===== config.mk =====
export PLATFORM = sky130hd
export DESIGN_NAME = max_stack_engine
export DESIGN_NICKNAME = d
export VERILOG_FILES = /design/src/design/msk_pkg.sv /design/src/design/msk_ctrl.sv /design/src/design/msk_datapath.sv /design/src/design/max_stack_engine.sv
export SDC_FILE = /design/constraint.sdc
export NUM_CORES = 2
export LEC_CHECK = 0
export BUFFER_PORTS_ARGS = -buffer_cell sky130_fd_sc_hd__buf_4
export CELL_PAD_IN_SITES_DETAIL_PLACEMENT = 1
export CELL_PAD_IN_SITES_GLOBAL_PLACEMENT = 1
export CORE_AREA = 2 2 470 472
export DETAILED_ROUTE_END_ITERATION = 6
export DIE_AREA = 0 0 472 474
export GPL_TIMING_DRIVEN = 1
export MAX_ROUTING_LAYER = met4
export PLACE_DENSITY_LB_ADDON = 0.1
export SYNTH_ARGS = -nofsm -noshare
export SYNTH_HDL_FRONTEND = slang
export SYNTH_SLANG_ARGS = --single-unit

===== constraint.sdc =====
create_clock -name clk_i -period 5.8 [get_ports clk_i]
set_clock_uncertainty 0.2 [all_clocks]
set_input_delay 1.16 -clock clk_i [delete_from_list [all_inputs] [get_ports clk_i]]
set_output_delay 1.16 -clock clk_i [all_outputs]
set_load 0.05 [all_outputs]

===== src/design/msk_pkg.sv =====
`default_nettype none

package msk_pkg;

  // Field widths of the stream payloads.
  localparam int unsigned WORD_W      = 32;
  localparam int unsigned FILL_W      = 7;
  localparam int unsigned IN_TDATA_W  = 32;
  localparam int unsigned IN_TUSER_W  = 2;
  localparam int unsigned OUT_TDATA_W = 112;

  typedef enum logic [1:0] {
    OP_QUERY  = 2'd0,
    OP_PUSH   = 2'd1,
    OP_POP    = 2'd2,
    OP_POPMAX = 2'd3
  } msk_op_e;

  typedef enum logic [1:0] {
    ST_OK    = 2'd0,
    ST_EMPTY = 2'd1,
    ST_FULL  = 2'd2
  } msk_status_e;

  typedef enum logic [3:0] {
    S_IDLE,
    S_PRE_INIT,
    S_PRE_SCAN,
    S_TAKE,
    S_SHIFT_CHK,
    S_SHIFT_RD,
    S_SHIFT_WR,
    S_POST_INIT,
    S_POST_SCAN,
    S_DONE
  } msk_state_e;

  typedef struct packed {
    logic load;
    logic push;
    logic scan_init;
    logic scan_step;
    logic take_removed;
    logic shift_rd;
    logic shift_wr;
    logic drop;
    logic emit;
  } msk_cmd_t;

  typedef struct packed {
    logic count_zero;
    logic count_full;
    logic scan_done;
    logic shift_more;
    logic out_free;
  } msk_stat_t;

endpackage

`default_nettype wire


===== src/design/msk_ctrl.sv =====
`default_nettype none

module msk_ctrl (
  input  wire logic              clk_i,
  input  wire logic              rst_ni,
  input  wire logic              in_valid_i,
  output logic                   in_ready_o,
  input  wire msk_pkg::msk_op_e  opcode_i,
  input  wire msk_pkg::msk_stat_t stat_i,
  output msk_pkg::msk_cmd_t      cmd_o
);
  import msk_pkg::*;

  msk_state_e state_q, state_d;
  logic       accept;
  logic       is_pop;

  assign accept = in_valid_i && (state_q == S_IDLE);
  assign is_pop = (opcode_i == OP_POP) || (opcode_i == OP_POPMAX);

  always_ff @(posedge clk_i or negedge rst_ni) begin
    if (!rst_ni) begin
      state_q <= S_IDLE;
    end else begin
      state_q <= state_d;
    end
  end

  always_comb begin
    state_d = state_q;
    unique case (state_q)
      S_IDLE: begin
        if (accept) begin
          if (is_pop && !stat_i.count_zero) state_d = S_PRE_INIT;
          else                              state_d = S_POST_INIT;
        end
      end
      S_PRE_INIT:  state_d = S_PRE_SCAN;
      S_PRE_SCAN: begin
        if (stat_i.scan_done) state_d = S_TAKE;
      end
      S_TAKE:      state_d = S_SHIFT_CHK;
      S_SHIFT_CHK: begin
        if (stat_i.shift_more) state_d = S_SHIFT_RD;
        else                   state_d = S_POST_INIT;
      end
      S_SHIFT_RD:  state_d = S_SHIFT_WR;
      S_SHIFT_WR:  state_d = S_SHIFT_CHK;
      S_POST_INIT: state_d = S_POST_SCAN;
      S_POST_SCAN: begin
        if (stat_i.scan_done) state_d = S_DONE;
      end
      S_DONE: begin
        if (stat_i.out_free) state_d = S_IDLE;
      end
      default:     state_d = S_IDLE;
    endcase
  end

  always_comb begin
    cmd_o      = '0;
    in_ready_o = 1'b0;
    unique case (state_q)
      S_IDLE: begin
        in_ready_o = 1'b1;
        cmd_o.load = accept;
        cmd_o.push = accept && (opcode_i == OP_PUSH) && !stat_i.count_full;
      end
      S_PRE_INIT, S_POST_INIT: cmd_o.scan_init = 1'b1;
      S_PRE_SCAN, S_POST_SCAN: cmd_o.scan_step = 1'b1;
      S_TAKE:      cmd_o.take_removed = 1'b1;
      S_SHIFT_CHK: cmd_o.drop = !stat_i.shift_more;
      S_SHIFT_RD:  cmd_o.shift_rd = 1'b1;
      S_SHIFT_WR:  cmd_o.shift_wr = 1'b1;
      S_DONE:      cmd_o.emit = stat_i.out_free;
      default:     cmd_o = '0;
    endcase
  end

endmodule

`default_nettype wire


===== src/design/msk_datapath.sv =====
`default_nettype none

module msk_datapath #(
  parameter int unsigned STACK_DEPTH = 64
) (
  input  wire logic                              clk_i,
  input  wire logic                              rst_ni,
  input  wire msk_pkg::msk_cmd_t                 cmd_i,
  output msk_pkg::msk_stat_t                     stat_o,
  input  wire msk_pkg::msk_op_e                  opcode_i,
  input  wire logic [msk_pkg::WORD_W-1:0]        push_value_i,
  input  wire logic                              out_ready_i,
  output logic                                   out_valid_o,
  output logic [msk_pkg::OUT_TDATA_W-1:0]        out_data_o
);
  import msk_pkg::*;

  localparam int unsigned AW = (STACK_DEPTH > 1) ? $clog2(STACK_DEPTH) : 1;
  localparam int unsigned CW = $clog2(STACK_DEPTH + 1);

  logic [WORD_W-1:0] mem [STACK_DEPTH];

  logic [CW-1:0]     count_q;
  logic [AW-1:0]     addr_q;
  logic              issue_done_q;
  logic              rd_vld_q;
  logic [AW-1:0]     rd_addr_q;
  logic [WORD_W-1:0] rd_data_q;
  logic              first_q;
  logic [WORD_W-1:0] top_q;
  logic [WORD_W-1:0] max_q;
  logic [AW-1:0]     max_idx_q;
  logic [WORD_W-1:0] removed_q;
  msk_op_e           op_q;
  msk_status_e       status_q;
  logic              out_valid_q;
  logic [OUT_TDATA_W-1:0] out_data_q;

  logic [CW-1:0]     count_m1;
  logic [CW-1:0]     addr_ext;
  logic [CW-1:0]     addr_nxt;
  logic              count_zero;
  logic              count_full;
  logic              rd_en;
  logic [AW-1:0]     rd_addr;
  logic              wr_en;
  logic [AW-1:0]     wr_addr;
  logic [WORD_W-1:0] wr_data;
  logic [CW+FILL_W-1:0] count_wide;
  logic [FILL_W-1:0] fill;
  logic [WORD_W-1:0] top_out;
  logic [WORD_W-1:0] max_out;

  assign count_m1   = count_q - CW'(1);
  assign addr_ext   = CW'(addr_q);
  assign addr_nxt   = addr_ext + CW'(1);
  assign count_zero = (count_q == '0);
  assign count_full = (count_q == CW'(STACK_DEPTH));

  assign stat_o.count_zero = count_zero;
  assign stat_o.count_full = count_full;
  assign stat_o.scan_done  = issue_done_q && !rd_vld_q;
  assign stat_o.shift_more = (addr_nxt < count_q);
  assign stat_o.out_free   = !out_valid_q || out_ready_i;

  // Memory ports: the scan reads downward from the top, the shift reads one above.
  always_comb begin
    rd_en   = (cmd_i.scan_step && !issue_done_q) || cmd_i.shift_rd;
    rd_addr = cmd_i.shift_rd ? addr_nxt[AW-1:0] : addr_q;
    wr_en   = cmd_i.push || cmd_i.shift_wr;
    wr_addr = cmd_i.push ? count_q[AW-1:0] : addr_q;
    wr_data = cmd_i.push ? push_value_i : rd_data_q;
  end

  always_ff @(posedge clk_i) begin
    if (rd_en) begin
      rd_data_q <= mem[rd_addr];
    end
    if (wr_en) begin
      mem[wr_addr] <= wr_data;
    end
  end

  always_ff @(posedge clk_i or negedge rst_ni) begin
    if (!rst_ni) begin
      count_q      <= '0;
      issue_done_q <= 1'b0;
      rd_vld_q     <= 1'b0;
      first_q      <= 1'b0;
      out_valid_q  <= 1'b0;
    end else begin
      rd_vld_q <= cmd_i.scan_step && !issue_done_q;
      if (cmd_i.push) begin
        count_q <= count_q + CW'(1);
      end else if (cmd_i.drop) begin
        count_q <= count_m1;
      end
      if (cmd_i.scan_init) begin
        issue_done_q <= count_zero;
        first_q      <= 1'b1;
      end else if (cmd_i.scan_step && !issue_done_q && (addr_q == '0)) begin
        issue_done_q <= 1'b1;
      end
      if (rd_vld_q) begin
        first_q <= 1'b0;
      end
      if (cmd_i.emit) begin
        out_valid_q <= 1'b1;
      end else if (out_ready_i) begin
        out_valid_q <= 1'b0;
      end
    end
  end

  always_ff @(posedge clk_i) begin
    if (cmd_i.load) begin
      op_q      <= opcode_i;
      removed_q <= '0;
      if ((opcode_i == OP_PUSH) && count_full) begin
        status_q <= ST_FULL;
      end else if (((opcode_i == OP_POP) || (opcode_i == OP_POPMAX)) && count_zero) begin
        status_q <= ST_EMPTY;
      end else begin
        status_q <= ST_OK;
      end
    end
    if (cmd_i.scan_init) begin
      addr_q <= count_m1[AW-1:0];
    end else if (cmd_i.scan_step && !issue_done_q && (addr_q != '0)) begin
      addr_q <= addr_q - AW'(1);
    end else if (cmd_i.take_removed) begin
      addr_q <= (op_q == OP_POP) ? count_m1[AW-1:0] : max_idx_q;
    end else if (cmd_i.shift_wr) begin
      addr_q <= addr_nxt[AW-1:0];
    end
    // The address travels with the read so it lines up with rd_data_q.
    rd_addr_q <= addr_q;
    if (rd_vld_q) begin
      // Strict compare while walking down keeps the topmost of equal maxima.
      if (first_q) begin
        top_q     <= rd_data_q;
        max_q     <= rd_data_q;
        max_idx_q <= rd_addr_q;
      end else if ($signed(rd_data_q) > $signed(max_q)) begin
        max_q     <= rd_data_q;
        max_idx_q <= rd_addr_q;
      end
    end
    if (cmd_i.take_removed) begin
      removed_q <= (op_q == OP_POP) ? top_q : max_q;
    end
    if (cmd_i.emit) begin
      out_data_q <= {7'b0, status_q, fill, max_out, top_out, removed_q};
    end
  end

  assign count_wide = {{FILL_W{1'b0}}, count_q};
  assign fill       = count_wide[FILL_W-1:0];
  assign top_out    = count_zero ? '0 : top_q;
  assign max_out    = count_zero ? '0 : max_q;

  assign out_valid_o = out_valid_q;
  assign out_data_o  = out_data_q;

endmodule

`default_nettype wire


===== src/design/max_stack_engine.sv =====
`default_nettype none
// A query or push scans the entries once before its result is offered on tvalid; a pop on a
// non-empty stack scans twice, before and after the removal, and a pop-max also shifts down
// each entry above the removed maximum, with a read and a write for each entry.
// Throughput is one item at a time, set by the serial memory scans over the entries.
// The next item is taken while a finished result waits in the output register.
// Reset is asynchronous and active low; it empties the stack, the contents are not cleared.

module max_stack_engine #(
  parameter int unsigned STACK_DEPTH = 64
) (
  input  wire logic                               clk_i,
  input  wire logic                               rst_ni,
  input  wire logic                               s_axis_tvalid_i,
  output logic                                    s_axis_tready_o,
  // push_value [31:0]
  input  wire logic [msk_pkg::IN_TDATA_W-1:0]     s_axis_tdata_i,
  // opcode [1:0]
  input  wire logic [msk_pkg::IN_TUSER_W-1:0]     s_axis_tuser_i,
  output logic                                    m_axis_tvalid_o,
  input  wire logic                               m_axis_tready_i,
  // removed_value [31:0], top_value [63:32], max_value [95:64], fill_count [102:96],
  // status [104:103], zero fill [111:105]
  output logic [msk_pkg::OUT_TDATA_W-1:0]         m_axis_tdata_o
);
  import msk_pkg::*;

  msk_cmd_t  cmd;
  msk_stat_t stat;
  msk_op_e   opcode;

  assign opcode = msk_op_e'(s_axis_tuser_i);

  msk_ctrl u_ctrl (
    .clk_i      (clk_i),
    .rst_ni     (rst_ni),
    .in_valid_i (s_axis_tvalid_i),
    .in_ready_o (s_axis_tready_o),
    .opcode_i   (opcode),
    .stat_i     (stat),
    .cmd_o      (cmd)
  );

  msk_datapath #(
    .STACK_DEPTH (STACK_DEPTH)
  ) u_datapath (
    .clk_i        (clk_i),
    .rst_ni       (rst_ni),
    .cmd_i        (cmd),
    .stat_o       (stat),
    .opcode_i     (opcode),
    .push_value_i (s_axis_tdata_i),
    .out_ready_i  (m_axis_tready_i),
    .out_valid_o  (m_axis_tvalid_o),
    .out_data_o   (m_axis_tdata_o)
  );

endmodule

`default_nettype wire


==> results.yml <==
clock_network:
  postCtsHoldBufs: 1
  cts.sinks: 2318
  cts_buffer_depth: 3
  clockRootBuffer: "clkbuf_16"
  ctsHtreeMaxLevel: 4
  clk_pin_slew_ns: 0.06
  cts_setup_buffers: 0
  numCtsBuffers: 239
  clock_latency_ns: 0.92
  tritoncts: "done"
  post_cts_resized: 0
setup_path:
  worstSetupPathType: "flip-flop to flip-flop"
  cp-start-kind: "flip-flop"
  r2r_start: "u_ctrl.state_q[2]"
  r2r-end: "u_datapath.rd_data_q[1]"
  worstPathMaxFanout: 26
  cp.arrival_ns: 6.06
  r2r_cells: 9
  crit_required_ns: 6.24
  r2r_setup_slack_ns: 0.18
  end_kind: "flip-flop"
timing:
  fmax_mhz: 178
  fin_tns_setup_ns: 0
  hold_viol_final: 0
  finalCritPeriodShare: 0.968
  maxSlewHeadroom: 0.0859
  max_slew.worst_pin.slew_ns: 1.37
  finalSetupViolCount: 0
  drv_slew: 0
  rsz0062_at_grt: "no"
  period_minus_slack_ns: 5.62
routing:
  via_count: 72700
  initialDrtViolationCount: 9092
  firstDrtPassIters: 5
  via_per_inst: 6.87
  postRouteAntennaNets: 0
  route.detailed.drc: 0
  post_drt_wl_per_cell_um: 34.1
  drt-total-wl_um: 361000
synth:
  synth.yosys.seq_area_share: 0.664
  synthSimpleGateAreaFrac: 0.0685
  syn_area_um2: 105000
  async_reset_ff_frac: 0.00647
  synthXorXnorAreaFrac: 0.00151
  synth_top_family_by_area: "compound AO/OA/AOI/OAI gates"
  synth_fa_ha_area_frac: 0.00514
  avgSynthCellArea_um2: 14.1
  synth_warnings: 0
  synth.distinct_cells: 79
  yosysTopAreaCellShare: 0.659
  synth_edf_count: 2297
  synth-seq-cells: 2318
  synth_compound_area_frac: 0.127
  synth_flop_cell: "edfxtp_1"
  synth_mux_area_frac: 0.104
  synth_cells: 7409
  netlist_top_cells_area: "edfxtp_1, mux2i_1, o22ai_1, mux4_2, nor3_1"
  synth_top_area_cell: "edfxtp_1"
hold_path:
  hold_path.class: "flip-flop to flip-flop"
  min_to: "u_datapath.max_idx_q[2]"
  holdPathStages: 0
  min_from: "u_datapath.rd_addr_q[2]"
final_layout:
  layout-drive-gt1-share: 0.145
  nets: 7568
  syn2layout_area_growth_pct: 12.7
global_route:
  antenna_found_initial: 37
  grt-ovfl-total: 0
  grt_usage: 0.324
  grt_pass1_vias: 73400
  grt_max_degree: 156
  grt_pass1_wl_um: 514000
power_and_ir_drop:
  leakage_nw: 39.2
  finalPower_mw: 68.4
  ir_worst_vdd_mv: 0.634
  p_per_area_nw_per_um2: 580
run_status:
  status: "finished, final reports clean"
floorplan:
  io_pins: 152
  die-area_um2: 224000
  num_rows: 172
  start_util: 0.479
  die_h_um: 474
  die_w_um: 472
  core-area_um2: 219000
run:
  maxCapViolCount: 0
placement:
  dp_hpwl_um: 216000
  numPortBuffers: 144
  gp_congestion: 0.901
==> kinds of logic (layout without fill, tap and decap cells) <==
group,after synthesis,count (layout)
flops,2318,2318
mux,924,924
simple gates,1438,1438
compound gates,1967,1967
xor+xnor,18,18
other cells,1,26
fa+ha+maj,43,43
buf+inv,700,977
==> cell usage in the layout (no fill, tap or decap), types with 25 or more instances in the layout <==
master	instances
edfxtp_1	2297
nand2_1	265
buf_12	60
mux2_2	43
a21oi_1	131
nor3_1	509
ha_1	42
clkinv_2	51
nor2_1	166
clkinv_1	66
a211oi_1	221
nor2_4	65
o22ai_1	1123
nand2b_1	28
nand4_1	31
o21bai_1	87
or2_2	25
mux2i_1	745
buf_4	417
clkbuf_1	52
or4_1	30
o2111ai_1	122
mux4_2	129
clkbuf_16	241
inv_1	51
o41ai_1	48
o21ai_0	57
or3_1	115
nor2b_1	144
==> state kept, by name (all words and copies together), names as in the netlist, 2 cells and up <==
name                   cells
u_datapath.mem          2048
u_datapath.out_data_o    105
u_datapath.max_q          32
u_datapath.rd_data_q      32
u_datapath.removed_q      32
u_datapath.top_q          32
u_datapath.count_q         7
u_datapath.addr_q          6
u_datapath.max_idx_q       6
u_datapath.rd_addr_q       6
u_ctrl.state_q             4
u_datapath.op_q            2
u_datapath.status_q        2
==> cell usage after synthesis (25+ instances only) <==
| library cell | count |
|---|---|
| inv_1 | 53 |
| o41ai_1 | 48 |
| mux2_2 | 50 |
| buf_2 | 158 |
| edfxtp_1 | 2297 |
| buf_4 | 27 |
| or4_1 | 32 |
| nand2_1 | 266 |
| or2_2 | 25 |
| nand4_1 | 31 |
| clkbuf_1 | 339 |
| mux2i_1 | 745 |
| o2111ai_1 | 122 |
| or3_1 | 115 |
| nor2b_1 | 145 |
| buf_1 | 104 |
| nor2_1 | 231 |
| o21ai_0 | 59 |
| a21oi_1 | 131 |
| o21bai_1 | 87 |
| ha_1 | 43 |
| nor3_1 | 509 |
| a211oi_1 | 221 |
| mux4_2 | 129 |
| o22ai_1 | 1123 |
| nand2b_1 | 30 |
==> final cells by class <==
cell class	instances	area [um^2]
Tap cell	2871	3590
Clock buffer	294	6240
Fill cell	20800	101000
Timing Repair Buffer	478	4340
Antenna cell	19	47.5
Inverter	53	206
Clock inverter	152	1280
Sequential cell	2318	69500
Multi-Input combinational cell	4397	32800
==> how the worst max path moves through the flow <==
| stage | cells after the start | slack [ns] | end | startpoint |
|---|---|---|---|---|
| 4_1_cts | 9 | 0.39 | u_datapath.rd_data_q[1] | u_ctrl.state_q[0] |
| 2_1_floorplan | 10 | 0.008 | u_datapath.mem[52][0] | u_ctrl.state_q[1] |
| 5_1_grt | 9 | 0.26 | u_datapath.rd_data_q[1] | u_ctrl.state_q[0] |
| 3_5_place_dp | 9 | 0.38 | u_datapath.rd_data_q[1] | u_ctrl.state_q[2] |
| 3_3_place_gp | 10 | 0.50 | u_datapath.rd_data_q[5] | u_ctrl.state_q[2] |
| 6_report | 9 | 0.18 | u_datapath.rd_data_q[1] | u_ctrl.state_q[2] |
==> worst max-delay path, stage by stage (launching register included) <==
cell	delay, ns
dfrtp_1	0.69
and4bb_4	0.69
a21boi_1	0.21
o21ai_4	0.79
buf_4	0.33
nor3_1	0.08
o41ai_1	0.94
o2111ai_1	0.65
buf_4	0.32
or4_1	0.41
==> routing by layer <==
layer,vias to the layer above,global-route usage,part of all wire
li1,30500,-,-
met1,38200,0.437,0.41
met2,3449,0.499,0.46
met3,589,0.0486,0.087
met4,0,0.128,0.042
met5,-,-,0
==> through the flow <==
step | hold WS, ns | instances | util | cell area, um^2 | setup slack, ns
after CTS | 0.201 | 10600 | 0.539 | 118000 | 0.390
after detailed placement | 0.190 | 10100 | 0.505 | 110000 | 0.377
after global placement | 0.186 | 10100 | 0.505 | 110000 | 0.499
final | 0.204 | 10600 | 0.540 | 118000 | 0.183
after global routing | 0.221 | 10600 | 0.540 | 118000 | 0.259
after floorplan | 0.143 | 7415 | - | 105000 | 0.00792
==> where the power goes <==
group,internal [mW],switching [mW]
clock,8.33,6.66
combinational,9.49,21.0
sequential,22.1,0.831
total,39.9,28.5
(Power assumes the default switching activity.)
